===== src/hdl/lsf_pkg.sv =====
// Shared widths and constants for the least-squares line fit block.
// Used by lsf_mul, lsf_div, least_squares_line_fit and the testbench; depends on nothing.
package lsf_pkg;

  localparam int unsigned COORD_W = 20;   // Q16.4 sample coordinate
  localparam int unsigned SUM_W   = 36;   // sum of x, sum of y
  localparam int unsigned SQ_W    = 56;   // sum of x*x, sum of x*y, multiplier operand
  localparam int unsigned PROD_W  = 112;  // full product of two SQ_W operands
  localparam int unsigned NUM_W   = 128;  // dividend width of the long divider
  localparam int unsigned DEN_W   = 32;   // divisor width (square root of a 63-bit value)
  localparam int unsigned NRM_W   = 32;   // Q2.30 normal components
  localparam int unsigned OFF_W   = 48;   // Q44.4 line offset

  // Normalized magnitudes land in [2^30, 2^31).
  localparam int unsigned NORM_LO = 30;

  // Products the solve sequence runs through the shared multiplier.
  typedef enum logic [2:0] {
    OP_N_SXY  = 3'd0,
    OP_SX_SY  = 3'd1,
    OP_N_SXX  = 3'd2,
    OP_SX_SX  = 3'd3,
    OP_SXX_SY = 3'd4,
    OP_SX_SXY = 3'd5,
    OP_NA_SQ  = 3'd6,
    OP_D_SQ   = 3'd7
  } mul_op_t;

  // Quotients the solve sequence runs through the divider.
  typedef enum logic [1:0] {
    DV_NX  = 2'd0,
    DV_NY  = 2'd1,
    DV_OFF = 2'd2
  } div_op_t;

endpackage


===== src/hdl/lsf_div.sv =====
// Restoring divider, one quotient bit per cycle, for a wide unsigned dividend.
// Depends on lsf_pkg for dividend and divisor widths.
module lsf_div (
  input  logic                          clk,
  input  logic                          rst_n,
  input  logic                          start,
  input  logic [lsf_pkg::NUM_W-1:0]     num_in,
  input  logic [lsf_pkg::DEN_W-1:0]     den_in,
  output logic                          done,
  output logic [lsf_pkg::NUM_W-1:0]     quotient
);

  localparam int unsigned NUM_W = lsf_pkg::NUM_W;
  localparam int unsigned DEN_W = lsf_pkg::DEN_W;
  localparam int unsigned CNT_W = $clog2(NUM_W);

  logic               busy_r;
  logic               done_r;
  logic [CNT_W-1:0]   cnt_r;
  logic [NUM_W-1:0]   num_r;
  logic [DEN_W-1:0]   den_r;
  logic [DEN_W-1:0]   rem_r;
  logic [DEN_W:0]     rem_sh;
  logic               fits;

  assign rem_sh   = {rem_r, num_r[NUM_W-1]};
  assign fits     = rem_sh >= {1'b0, den_r};
  assign done     = done_r;
  assign quotient = num_r;

  // The dividend shifts out of num_r at the top while quotient bits shift in below.
  always_ff @(posedge clk) begin
    if (!rst_n) begin
      busy_r <= 1'b0;
      done_r <= 1'b0;
      cnt_r  <= '0;
    end else begin
      done_r <= 1'b0;
      if (!busy_r) begin
        if (start) begin
          num_r  <= num_in;
          den_r  <= den_in;
          rem_r  <= '0;
          cnt_r  <= '0;
          busy_r <= 1'b1;
        end
      end else begin
        rem_r <= fits ? DEN_W'(rem_sh - {1'b0, den_r}) : rem_sh[DEN_W-1:0];
        num_r <= {num_r[NUM_W-2:0], fits};
        cnt_r <= cnt_r + 1'b1;
        if (cnt_r == CNT_W'(NUM_W - 1)) begin
          busy_r <= 1'b0;
          done_r <= 1'b1;
        end
      end
    end
  end

endmodule


===== config.mk =====
export PLATFORM = sky130hd
export DESIGN_NAME = lsf_div
export DESIGN_NICKNAME = d
export VERILOG_FILES = /design/src/hdl/lsf_pkg.sv /design/src/hdl/lsf_div.sv
export SDC_FILE = /design/constraint.sdc
export NUM_CORES = 1
export LEC_CHECK = 0
export BUFFER_PORTS_ARGS = -buffer_cell sky130_fd_sc_hd__buf_2
export CORE_MARGIN = 3
export CORE_UTILIZATION = 41
export DETAILED_ROUTE_END_ITERATION = 12
export HOLD_SLACK_MARGIN = 0.02
export PLACE_DENSITY = 0.66
export SYNTH_ARGS = -nofsm -noshare
export SYNTH_HDL_FRONTEND = slang
export SYNTH_SLANG_ARGS = --single-unit

===== constraint.sdc =====
create_clock -name clk -period 12.4 [get_ports clk]
set_input_delay 1.24 -clock clk [delete_from_list [all_inputs] [get_ports clk]]
set_output_delay 1.24 -clock clk [all_outputs]
set_load 0.01 [all_outputs]

## Word level (Yosys, flattened, before mapping)

Cells that the tools add are included.
Widths: inputs -> output; s select.

| word-level totals | value |
|---|---|
| bits in registers | 201 |
| bits of input ports | 163 |
| output and inout port bits | 129 |
| logic and storage cells | 26 |

| cells by class | value |
|---|---|
| $add $sub $neg | 2 |
| $lt $le $gt $ge | 1 |
| eq/ne operators | 1 |
| multiplexer cells | 11 |
| bitwise operators | 1 |
| reduce and logical (&&, ||, !) cells | 4 |

Operators by type and width:

| operator | count |
|---|---|
| $mux 128 | 2 |
| $mux 32 | 3 |
| $ge 33x32->1 | 1 |
| $sub 32x32->32 | 1 |
| $mux 7 | 2 |
| $add 7x1->7 const B | 1 |
| $eq 7x7->1 const B | 1 |
| $mux 1 | 4 |
| $reduce_and 2->1 | 2 |
| $reduce_and 3->1 | 1 |
| $reduce_bool 2->1 | 1 |
| $not 1->1 | 1 |

## Longest topological paths before layout

| depth | value |
|---|---|
| depth in word-level cells | 3 |
| gate-level depth with buffers | 14 |
| mapped depth without buffers | 12 |

## Worst setup path before layout

Ideal clock, no wire load.

| timing path | value |
|---|---|
| path type | input to register |
| start | in start |
| end | reg num_r[0], in the netlist quotient[0], enable pin |
| setup time | 0.700 ns |
| arrival | 8.372 ns |
| data required time | 11.700 ns |
| slack | 3.328 ns |
| stages on the path | 2 |
| path buffers | 0 |
| cells stage by stage | nor2_1 > nor2b_1 |

| on the way | value |
|---|---|
| word-level cells in the longest chain between the ends | 2 |

Ends and longest elaborated chain:

| what | line | source |
|---|---|---|
| from (decl) | lsf_div.sv:6 | `input logic start,` |
| $reduce_bool 2->1 (no line) | - |  |
| $reduce_and 2->1 (no line) | - |  |
| to (signal assigned) | lsf_div.sv:41 | `num_r <= num_in;` |
| to (signal assigned) | lsf_div.sv:49 | `num_r <= {num_r[NUM_W-2:0], fits};` |
| to (decl) | lsf_div.sv:20 | `logic [NUM_W-1:0] num_r;` |

Every way passes these cells.
A chain may end at the register's enable or synchronous reset.

## Worst setup path after layout

| timing path | value |
|---|---|
| start | reg busy_r |
| end | reg num_r[90], in the netlist quotient[90], enable pin |

| on the way | value |
|---|---|
| word-level cells in the longest chain between the ends | 2 |

Ends and longest elaborated chain:

| what | line | source |
|---|---|---|
| from (decl) | lsf_div.sv:17 | `logic busy_r;` |
| from (signal assigned) | lsf_div.sv:34 | `busy_r <= 1'b0;` |
| from (signal assigned) | lsf_div.sv:45 | `busy_r <= 1'b1;` |
| from (signal assigned) | lsf_div.sv:52 | `busy_r <= 1'b0;` |
| $reduce_bool 2->1 (no line) | - |  |
| $reduce_and 2->1 (no line) | - |  |

Every way passes these cells.

==> impl_results.md <==
* Asr flop ratio synth at 0
* Hold Buf Count CTS at 0
* Largest net degree at the start of global routing at 76
* Most frequent cells in the layout: buf_2, edfxtp_1, mux2_2
* Grt ovf at 0
* DP HPWL at approximately 19 mm
* Hold Crit Class: reg -> reg
* Pwr Density at 146.0 mW/mm²
* Residual DRC at 0
* Clk buf depth at 3
* Period utilization at 0.2912
* Share of cells above drive strength 1 at 0.4492
* Synth warnings at 0
* Worst-case vdd ir drop at 0.1090 mV
* Setup bufs post-CTS at 0
* Final Critical Period at 3.611 ns
* # setup viols final at 0
* Slew Viols, Final at 0
* Die Y at roughly 160 µm
* Synth-to-Final Area Change at 25.30%
* CTS H-tree depth at 1
* Commonest non-fill, non-tap cell in the layout: buf_2
* CTS clk-pin slew, worst paths at 0.06 ns
* Total GRT Usage at 0.1844
* Per-cell routed wire length at roughly 18 µm
* Worst-Margin Slew at 1.040 ns
* Gpl congestion at 0.8326
* Worst-skew pair later-pin latency at between 0.5 and 0.6 ns
* Core Box Area at 0.02382 mm²
* Number of flops mapped to enable cells by yosys at 192
* CTS tree: built
* Nets at 1,242
* Syn Area/Cell at 13.36 µm²
* Max-Cap Viols at 0
* Num ports at just under 300
* First drt pass iteration count at 5
* Register area share after synthesis at 0.5879
* Status: finished clean
* Mapped Area at 0.01011 mm²
* Total Wirelength at 25.48 mm
* Setup slack at placement at approximately 8.4 ns
* Crit-path most repeated cell: buf_4
* Die area at 0.02659 mm²
* Critical path's slowest cell: dfxtp_4
* Vias per inst at 5.110
* Cells after Synth at between 700 and 800
* Crit path DAT at approximately 3.8 ns
* Setup tns final at 0 ns
* Final Core Density at 0.5319
* Clock skew at between 0.015 and 0.02 ns
* First-pass GRT wire length at 38.68 mm
* Crit path kind: reg -> reg
* Root buffer cell: clkbuf_16
* Crit-path cells: nor2_1 > nor2b_4 > buf_4 > buf_4
* DRT iter0 DRCs at around 440
* Clock Sinks at approximately 200
* CP max FO at 67
* Crit. End Element: register
* Synthesis-stage register bit count at approximately 200
* # resized after CTS at 0
* Initial Util at 0.4245
* Initial antenna violation count at 7
* Crit path largest cell delay at 0.89 ns
* Synth Flop Type: edfxtp_1
* Final hold vios at 0
* Post-route ant nets at 0
* RSZ-0062 raised after global routing: false
* Peak Freq at 276.9 MHz
* Worst Path Required at 12.55 ns
* Vias at 7,057
* IO buf count at 291
* Vias in the first global route at 7,186
* Count of different cell masters after synthesis at 56
* Die Wd at around 160 µm
* LEAKAGE at 5.275 nW
* Clock buffers created by TritonCTS at 23
* Slew headroom at 0.3068
* Mapped Nets at 954
* Ant diodes at 0
* Fin Hold WS at just under 0.5 ns
* Setup crit start kind: register
* Setup slack after layout at a little under 9 ns
* Power Total at approximately 1.8 mW
* Row count at 56
==> critical path, delay by kind of cell, from the launching register on <==
| kind | cells | cell delay [ns] |
|---|---|---|
| buffers and inverters | 2 | 1.35 |
| AND/OR/NAND/NOR | 2 | 0.91 |
| flip-flops | 1 | 0.89 |
==> layout make-up <==
class                           instances  area [µm²]
Clock buffer                           29       628.1
Clock inverter                         13       188.9
Fill cell                            2100       11150
Inverter                               43       161.4
Multi-Input combinational cell        481        3859
Sequential cell                       201        5949
Tap cell                              319       399.1
Timing Repair Buffer                  295        1486
==> where the power goes <==
| part | internal [mW] | leakage, nW | switching [mW] |
|---|---|---|---|
| registers | 0.802 | 1.90 | 0.0270 |
| clock network | 0.446 | 0.399 | 0.289 |
| logic | 0.136 | 2.97 | 0.151 |
==> synth_stat cells, drive strengths merged, types with 2 or more instances <==
library cell  instances  share of area
edfxtp              192           0.57
nor2b                 8         0.0049
nor2                 57          0.021
mux2i                31          0.031
a21boi                4         0.0030
a31o                  2         0.0017
mux2                127           0.14
a31oi                 3         0.0019
and3                  6         0.0037
a21o                 12         0.0089
dfxtp                 9          0.018
or2                   4         0.0025
a21oi                36          0.018
nor3                  6         0.0030
xor2                  8         0.0069
nand2b                7         0.0043
nor4                  4         0.0025
o311ai                2         0.0017
or3                   4         0.0025
nand2                29          0.011
xnor2                20          0.017
o211ai                5         0.0037
ha                   33          0.041
inv                  43          0.016
o21ai                25          0.012
a211oi                6         0.0054
o21a                  3         0.0022
buf                   8         0.0067
nand4                 8         0.0049
clkbuf               24         0.0089
nand3                11         0.0059
==> kinds of logic (layout without fill, tap and decap cells) <==
group / count (synthesis) / count (layout) / synth area share
buf+inv: 75 / 380 / 0.03155
simple gates: 149 / 149 / 0.07015
mux: 158 / 158 / 0.1721
flops: 201 / 201 / 0.5879
fa+ha+maj: 34 / 34 / 0.04281
xor+xnor: 28 / 28 / 0.02425
compound gates: 112 / 112 / 0.07126
==> through the flow <==
stage	cells	area, µm²
6_report	1381	12670
5_1_grt	1381	12670
4_1_cts	1381	12670
3_5_place_dp	1339	11860
3_3_place_gp	1339	11860
2_1_floorplan	757	10110
==> sequential cells by signal, indices dropped and copies added, names as in the netlist <==
signal,flops
den_r,32
rem_r,32
cnt_r,7
busy_r,1
done,1
quotient,128
==> path summary, 6_finish.rpt <==
| path | startpoint | to | slack [ns] | depth (start not counted) |
|---|---|---|---|---|
| max | busy_r | quotient[90] | 8.79 | 4 |
| min | cnt_r[5] | cnt_r[5] | 0.48 | 2 |
| max reg2reg | busy_r | quotient[90] | 8.79 | 4 |
| min reg2reg | cnt_r[5] | cnt_r[5] | 0.48 | 2 |
==> per-layer routing <==
layer / GRT usage / wire length, µm / part of all wire / vias up
met5: 0 / 86 / 0.0034 / -
met1: 0.2161 / 9745 / 0.38 / 3381
li1: - / - / - / 3407
met3: 0.05935 / 1829 / 0.072 / 47
met4: 0.04537 / 576 / 0.023 / 14
met2: 0.3283 / 13240 / 0.52 / 208
(Power assumes the default switching activity.)
