<file path="src/hdl/lsf_pkg.sv">
// Shared widths and constants for the least-squares line fit block.
// Used by lsf_mul, lsf_div, least_squares_line_fit and the testbench; depends on nothing.
package lsf_pkg;

  localparam int unsigned COORD_W = 20;   // Q16.4 sample coordinate
  localparam int unsigned SUM_W   = 36;   // sum of x, sum of y
  localparam int unsigned SQ_W    = 56;   // sum of x*x, sum of x*y, multiplier operand
  localparam int unsigned PROD_W  = 112;  // full product of two SQ_W operands
  localparam int unsigned NUM_W   = 128;  // dividend width of the long divider
  localparam int unsigned DEN_W   = 32;   // divisor width (square root of a 63-bit value)
  localparam int unsigned NRM_W   = 32;   // Q2.30 normal components
  localparam int unsigned OFF_W   = 48;   // Q44.4 line offset

  // Normalized magnitudes land in [2^30, 2^31).
  localparam int unsigned NORM_LO = 30;

  // Products the solve sequence runs through the shared multiplier.
  typedef enum logic [2:0] {
    OP_N_SXY  = 3'd0,
    OP_SX_SY  = 3'd1,
    OP_N_SXX  = 3'd2,
    OP_SX_SX  = 3'd3,
    OP_SXX_SY = 3'd4,
    OP_SX_SXY = 3'd5,
    OP_NA_SQ  = 3'd6,
    OP_D_SQ   = 3'd7
  } mul_op_t;

  // Quotients the solve sequence runs through the divider.
  typedef enum logic [1:0] {
    DV_NX  = 2'd0,
    DV_NY  = 2'd1,
    DV_OFF = 2'd2
  } div_op_t;

endpackage

</file>
<file path="src/hdl/lsf_mul.sv">
// Iterative signed multiplier, one shift-add step per cycle over the magnitudes.
// Depends on lsf_pkg for operand and product widths.
module lsf_mul (
  input  logic                                clk,
  input  logic                                rst_n,
  input  logic                                start,
  input  logic signed [lsf_pkg::SQ_W-1:0]     a_in,
  input  logic signed [lsf_pkg::SQ_W-1:0]     b_in,
  output logic                                done,
  output logic signed [lsf_pkg::PROD_W-1:0]   product
);

  localparam int unsigned SQ_W   = lsf_pkg::SQ_W;
  localparam int unsigned PROD_W = lsf_pkg::PROD_W;
  localparam int unsigned CNT_W  = $clog2(SQ_W);

  typedef enum logic [1:0] {M_IDLE, M_RUN, M_FIN} mstate_t;

  mstate_t             state_r;
  logic [CNT_W-1:0]    cnt_r;
  logic [PROD_W-1:0]   am_r;
  logic [SQ_W-1:0]     bm_r;
  logic [PROD_W-1:0]   acc_r;
  logic                neg_r;
  logic                done_r;
  logic [PROD_W-1:0]   prod_r;
  logic [SQ_W-1:0]     a_mag;
  logic [SQ_W-1:0]     b_mag;

  assign a_mag   = a_in[SQ_W-1] ? SQ_W'(-a_in) : SQ_W'(a_in);
  assign b_mag   = b_in[SQ_W-1] ? SQ_W'(-b_in) : SQ_W'(b_in);
  assign done    = done_r;
  assign product = prod_r;

  always_ff @(posedge clk) begin
    if (!rst_n) begin
      state_r <= M_IDLE;
      done_r  <= 1'b0;
      cnt_r   <= '0;
    end else begin
      done_r <= 1'b0;
      unique case (state_r)
        M_IDLE: begin
          if (start) begin
            neg_r   <= a_in[SQ_W-1] ^ b_in[SQ_W-1];
            am_r    <= {{(PROD_W-SQ_W){1'b0}}, a_mag};
            bm_r    <= b_mag;
            acc_r   <= '0;
            cnt_r   <= '0;
            state_r <= M_RUN;
          end
        end
        M_RUN: begin
          if (bm_r[0]) begin
            acc_r <= acc_r + am_r;
          end
          am_r  <= {am_r[PROD_W-2:0], 1'b0};
          bm_r  <= {1'b0, bm_r[SQ_W-1:1]};
          cnt_r <= cnt_r + 1'b1;
          if (cnt_r == CNT_W'(SQ_W - 1)) begin
            state_r <= M_FIN;
          end
        end
        M_FIN: begin
          prod_r  <= neg_r ? -acc_r : acc_r;
          done_r  <= 1'b1;
          state_r <= M_IDLE;
        end
        default: state_r <= M_IDLE;
      endcase
    end
  end

endmodule

</file>
<file path="config.mk">
export PLATFORM = sky130hd
export DESIGN_NAME = lsf_mul
export DESIGN_NICKNAME = d
export VERILOG_FILES = /design/src/hdl/lsf_pkg.sv /design/src/hdl/lsf_mul.sv
export SDC_FILE = /design/constraint.sdc
export NUM_CORES = 1
export LEC_CHECK = 0
export ABC_CLOCK_PERIOD_IN_PS = 27900
export BUFFER_PORTS_ARGS = -buffer_cell sky130_fd_sc_hd__buf_2
export CORE_AREA = 2 2 223 225
export DETAILED_ROUTE_END_ITERATION = 7
export DIE_AREA = 0 0 225 227
export PLACE_DENSITY = 0.83
export SETUP_SLACK_MARGIN = 0.3
export SLEW_MARGIN = 10
export SYNTH_ARGS = -nofsm -noshare
export SYNTH_HDL_FRONTEND = slang
export SYNTH_SLANG_ARGS = --single-unit
</file>
<file path="constraint.sdc">
create_clock -name clk -period 27.9 [get_ports clk]
set_input_delay 6.975 -clock clk [delete_from_list [all_inputs] [get_ports clk]]
set_output_delay 6.975 -clock clk [all_outputs]
set_load 0.01 [all_outputs]
</file>
Word-level counts from Yosys, hierarchy flattened

Index checks and enable logic that the tools add are counted.

Register bits: 402
Bits of input ports: 115
Output and inout port bits: 113
Logic and storage cells: 44

$add $sub $neg: 5
Equal/unequal tests: 6
Multiplexer cells: 16
Bitwise gates (word level): 1
Reductions and logical operators: 8

Operator list:

| operator              | count |
|---|---|
| $mux W112             | 4 |
| $pmux W112 S2         | 2 |
| $mux W56              | 3 |
| $add A112 B112 Y112   | 1 |
| $neg A112 Y112        | 1 |
| $neg A56 Y56          | 2 |
| $pmux W56 S2          | 1 |
| $pmux W6 S2           | 1 |
| $add A6 B1 Y6 const B | 1 |
| $eq A6 B6 Y1 const B  | 1 |
| $mux W6               | 1 |
| $ne A2 B2 Y1 const B  | 3 |
| $reduce_and A2 Y1     | 3 |
| $reduce_and A3 Y1     | 2 |
| $mux W2               | 2 |
| $pmux W2 S2           | 1 |
| $reduce_and A4 Y1     | 1 |
| $eq A2 B1 Y1 const B  | 1 |
| $eq A2 B2 Y1 const B  | 1 |
| $logic_not A2 Y1      | 1 |
| $reduce_bool A2 Y1    | 1 |
| $mux W1               | 1 |
| $xor A1 B1 Y1         | 1 |

Depth between registers and ports, before layout

Depth after elaboration: 4
Mapped depth: 13
Gate-level depth less buffers: 13

Least setup slack after synthesis

Ideal clock, no wire load.

Kind: input -> register
Start point: input start
End point: register acc_r[0] (enable)
Setup time: 0.753 ns
Arrival time: 27.833 ns
Data required time: 27.147 ns
Path slack: -0.686 ns
Cell stages on the path: 3
Path buffers: 0
Cells stage by stage: nor2_1 > nor3b_1 > a21boi_0

Longest elaborated chain between the ends: 2

RTL lines:

| item                        | line          | text |
|---|---|---|
| start: declaration          | lsf_mul.sv:6  | `input logic start,` |
| $ne A2 B2 Y1 (no line)      | --            |  |
| $reduce_and A4 Y1 (no line) | --            |  |
| end signal: assignment      | lsf_mul.sv:55 | `acc_r <= acc_r + am_r;` |
| end: declaration            | lsf_mul.sv:23 | `logic [PROD_W-1:0] acc_r;` |

Every way passes these cells.
A chain may end at the register's enable or synchronous reset.

Worst setup path after layout

Start point: input a_in[5] in the netlist's numbering
End point: register am_r[53] (data pin)

Longest elaborated chain between the ends: 4

RTL lines:

| item                   | line          | text |
|---|---|---|
| start: declaration     | lsf_mul.sv:7  | `input logic signed [lsf_pkg::SQ_W-1:0] a_in,` |
| $neg A56 Y56           | lsf_mul.sv:30 | `assign a_mag = a_in[SQ_W-1] ? SQ_W'(-a_in) : SQ_W'(a_in);` |
| $mux W56               | lsf_mul.sv:30 |  |
| $mux W112              | lsf_mul.sv:44 | `if (start) begin` |
| $pmux W112 S2          | lsf_mul.sv:42 | `unique case (state_r)` |
| end signal: assignment | lsf_mul.sv:46 | `am_r <= {{(PROD_W-SQ_W){1'b0}}, a_mag};` |
| end signal: assignment | lsf_mul.sv:57 | `am_r <= {am_r[PROD_W-2:0], 1'b0};` |
| end: declaration       | lsf_mul.sv:21 | `logic [PROD_W-1:0] am_r;` |

Every way passes these cells. The select of a mux whose other input is x is not followed.

==> flow_metrics.tcl <==
set metrics [dict create \
    peakVddDrop_uv 47.0 \
    area_growth_pct 11.2 \
    synth_seq_cells 402 \
    p_leak_nw 10.7 \
    holdBufCountCts 0 \
    wl_um 73600 \
    skew_ns 0.0271 \
    dieArea_um2 51100 \
    nets 3124 \
    synthTopCellsByCount "edfxtp_1, nand2_1, o21ai_0, nor2_1, a21oi_1" \
    syn_nets 2979 \
    dp_hpwl_um 55100 \
    die_w_um 225 \
    hold_path_class "flop to flop" \
    clock-root-buffer "clkbuf_16" \
    synth_top_area_cell "edfxtp_1" \
    critPathKind "input pin to flop" \
    tritoncts "built" \
    async_reset_ff_share_pct 0 \
    required_ns 28.21 \
    crit_fanout 6 \
    ios 228 \
    max_slew_margin_pct 11.4 \
    track_usage_pct 28.4 \
    yosys.area_share.simple_pct 17.6 \
    end_kind "flop" \
    drcViolationCount 0 \
    fillers 3988 \
    setup_viol_count_final 0 \
    cts.path.max_buffers 3 \
    final_util_pct 60.6 \
    finalCritPeriodShare_pct 35.9 \
    synth-adder-area-share_pct 5.52 \
    clock-sinks 402 \
    cts_buffers 45 \
    first_pass_iters 6 \
    synth.most_common_cell "edfxtp_1" \
    worst_pin_slew_ns 1.31 \
    wl_per_cell_um 20.7 \
    synth_compound_area_share_pct 17.9 \
    power_density_nw_per_um2 61.6 \
    antenna_found_initial 4 \
    rsz0062_at_grt "false" \
    final_antenna_net_count 0 \
    synth_xor_area_share_pct 10.6 \
    final_cells 3551 \
    viasPerCell 6.23 \
    p_total_mw 1.81 \
    finalSetupTns_ns 0 \
    ys.flop_type "edfxtp_1" \
    grt_overflow 0 \
    synth_area_per_cell_um2 9.63 \
    dp_worst_setup_slack_ns 17.27 \
    fp.coreArea_um2 48500 \
    status "finished, final reports clean" \
    finalCriticalPeriod_ns 10.01 \
    syn_inst 2748 \
    ctsResizeCount 0 \
    grt_pass1_vias 21074 \
    layout_setup_ws_ns 17.89 \
    place.port_buffers 227 \
    yosysWarnings 0 \
    dieHeight_um 227 \
    gp_congestion 0.964 \
    muxShareOfSynthArea_pct 0.307 \
    cap_violations 0 \
    drt_iter0_drc 1890 \
    rows 81 \
    synth_top_cell_area_share_pct 44.6 \
    synth.cell_area_um2 26500 \
    max_freq_mhz 99.9 \
    placed_cells 3468 \
    multi_input_area_um2 13800 \
    synth-seq-area-share_pct 45.3 \
    start_kind "input pin" \
    seqCellArea_um2 12000 \
    path_clk_slew_ns 0.06 \
    clk-insertion-delay-late_ns 0.60 \
    synth_top_family_by_area "compound AO/OA/AOI/OAI gates" \
    slew_violations 0 \
    grt_max_degree 169 \
    synth.area.top_cells "edfxtp_1, xnor2_1, ha_1" \
    dr_total_vias 22133 \
    synth_edf_count 393 \
    post-cts-setup-buffers 0 \
    synth.distinct_cells 89 \
    drive_gt1_share_pct 12.4 \
    initial_core_util_pct 54.5 \
    arrival_ns 10.32 \
    htreeDepth 2 \
    grt_pass1_wl_um 114000 \
    hold_viol 0 \
]
-- per-layer routing --
metal | track usage (%) | up-vias | routed length, um | share of wire (%)
li1 | - | 10403 | - | -
met2 | 46.2 | 962 | 34200 | 46
met3 | 4.93 | 176 | 5900 | 8.0
met4 | 9.63 | 2 | 2490 | 3.4
met1 | 38.7 | 10590 | 31000 | 42
met5 | 0 | - | 11 | 0.015
-- cells by family after synthesis --
| kind of cell | after synthesis |
|---|---|
| adder cells (fa/ha/maj) | 116 |
| AND/OR/NAND/NOR | 941 |
| buffers and inverters | 193 |
| AO/OA/AOI/OAI | 769 |
| flip-flops | 402 |
| XOR/XNOR | 319 |
| multiplexers | 8 |
-- final timing paths --
kind              startpoint          to  slack [ns]  cells after the start
hold reg to reg     bm_r[32]    bm_r[31]        0.52                      2
setup reg to reg    acc_r[3]  acc_r[105]       22.72                     12
hold / removal      bm_r[32]    bm_r[31]        0.52                      2
setup / recovery     a_in[5]    am_r[53]       17.89                     12
-- per-stage QoR --
| stage | area [um2] | hold WS, ns |
|---|---|---|
| 2_1_floorplan | 26500 | 0.470 |
| 3_3_place_gp | 28000 | 0.480 |
| 3_5_place_dp | 28000 | 0.514 |
| 4_1_cts | 29400 | 0.519 |
| 5_1_grt | 29400 | 0.551 |
| 6_report | 29400 | 0.519 |
-- flip-flops by register name, indices dropped and copies added, names as in the netlist --
name and cells:
acc_r 112, am_r 112, product 112, bm_r 56, cnt_r 6, state_r 2
done 1, neg_r 1
-- cells in the final DEF, fill, tap and decap left out, types with 25 or more instances in the layout --
cell and n:
or4_1 25, edfxtp_1 393, buf_2 227, o21ai_1 31, o31ai_1 67, clkbuf_16 45, xnor2_1 167, nand2b_1 27
o21bai_1 39, o21ai_0 244, nand4_1 64, and2_1 75, ha_1 115, nand2_1 310, or3_1 45, nor3_1 55
a21oi_1 190, a21o_1 43, xor2_1 151, nand3_1 25, o41ai_1 33, nor2_1 220, inv_1 50
-- critical path, cell delays in order --
cell and delay [ns]:
buf_2 0.12, nor4_2 0.50, nand4_1 0.38, or4_4 0.63, nand2b_4 0.20, nand2b_4 0.16
nand2b_4 0.15, or4_4 0.48, or3_4 0.40, nand2_2 0.09, xor2_2 0.15, o21ai_1 0.08
-- area by class of cell --
class                      instances  share of cell area [%]
timing repair buffer             239                    4.21
inverter                          52                   0.664
tap                              622                    2.65
sequential                       402                    40.7
multi-input combinational       2153                    46.9
clock buffer                      59                    4.14
clock inverter                    22                   0.719
antenna                            2                  0.0170
-- report_power, final --
| group | internal, mW | switching, mW |
|---|---|---|
| sequential | 0.730 | 0.0412 |
| clock | 0.336 | 0.249 |
| combinational | 0.169 | 0.287 |
| total | 1.23 | 0.578 |
(Power assumes the default switching activity.)
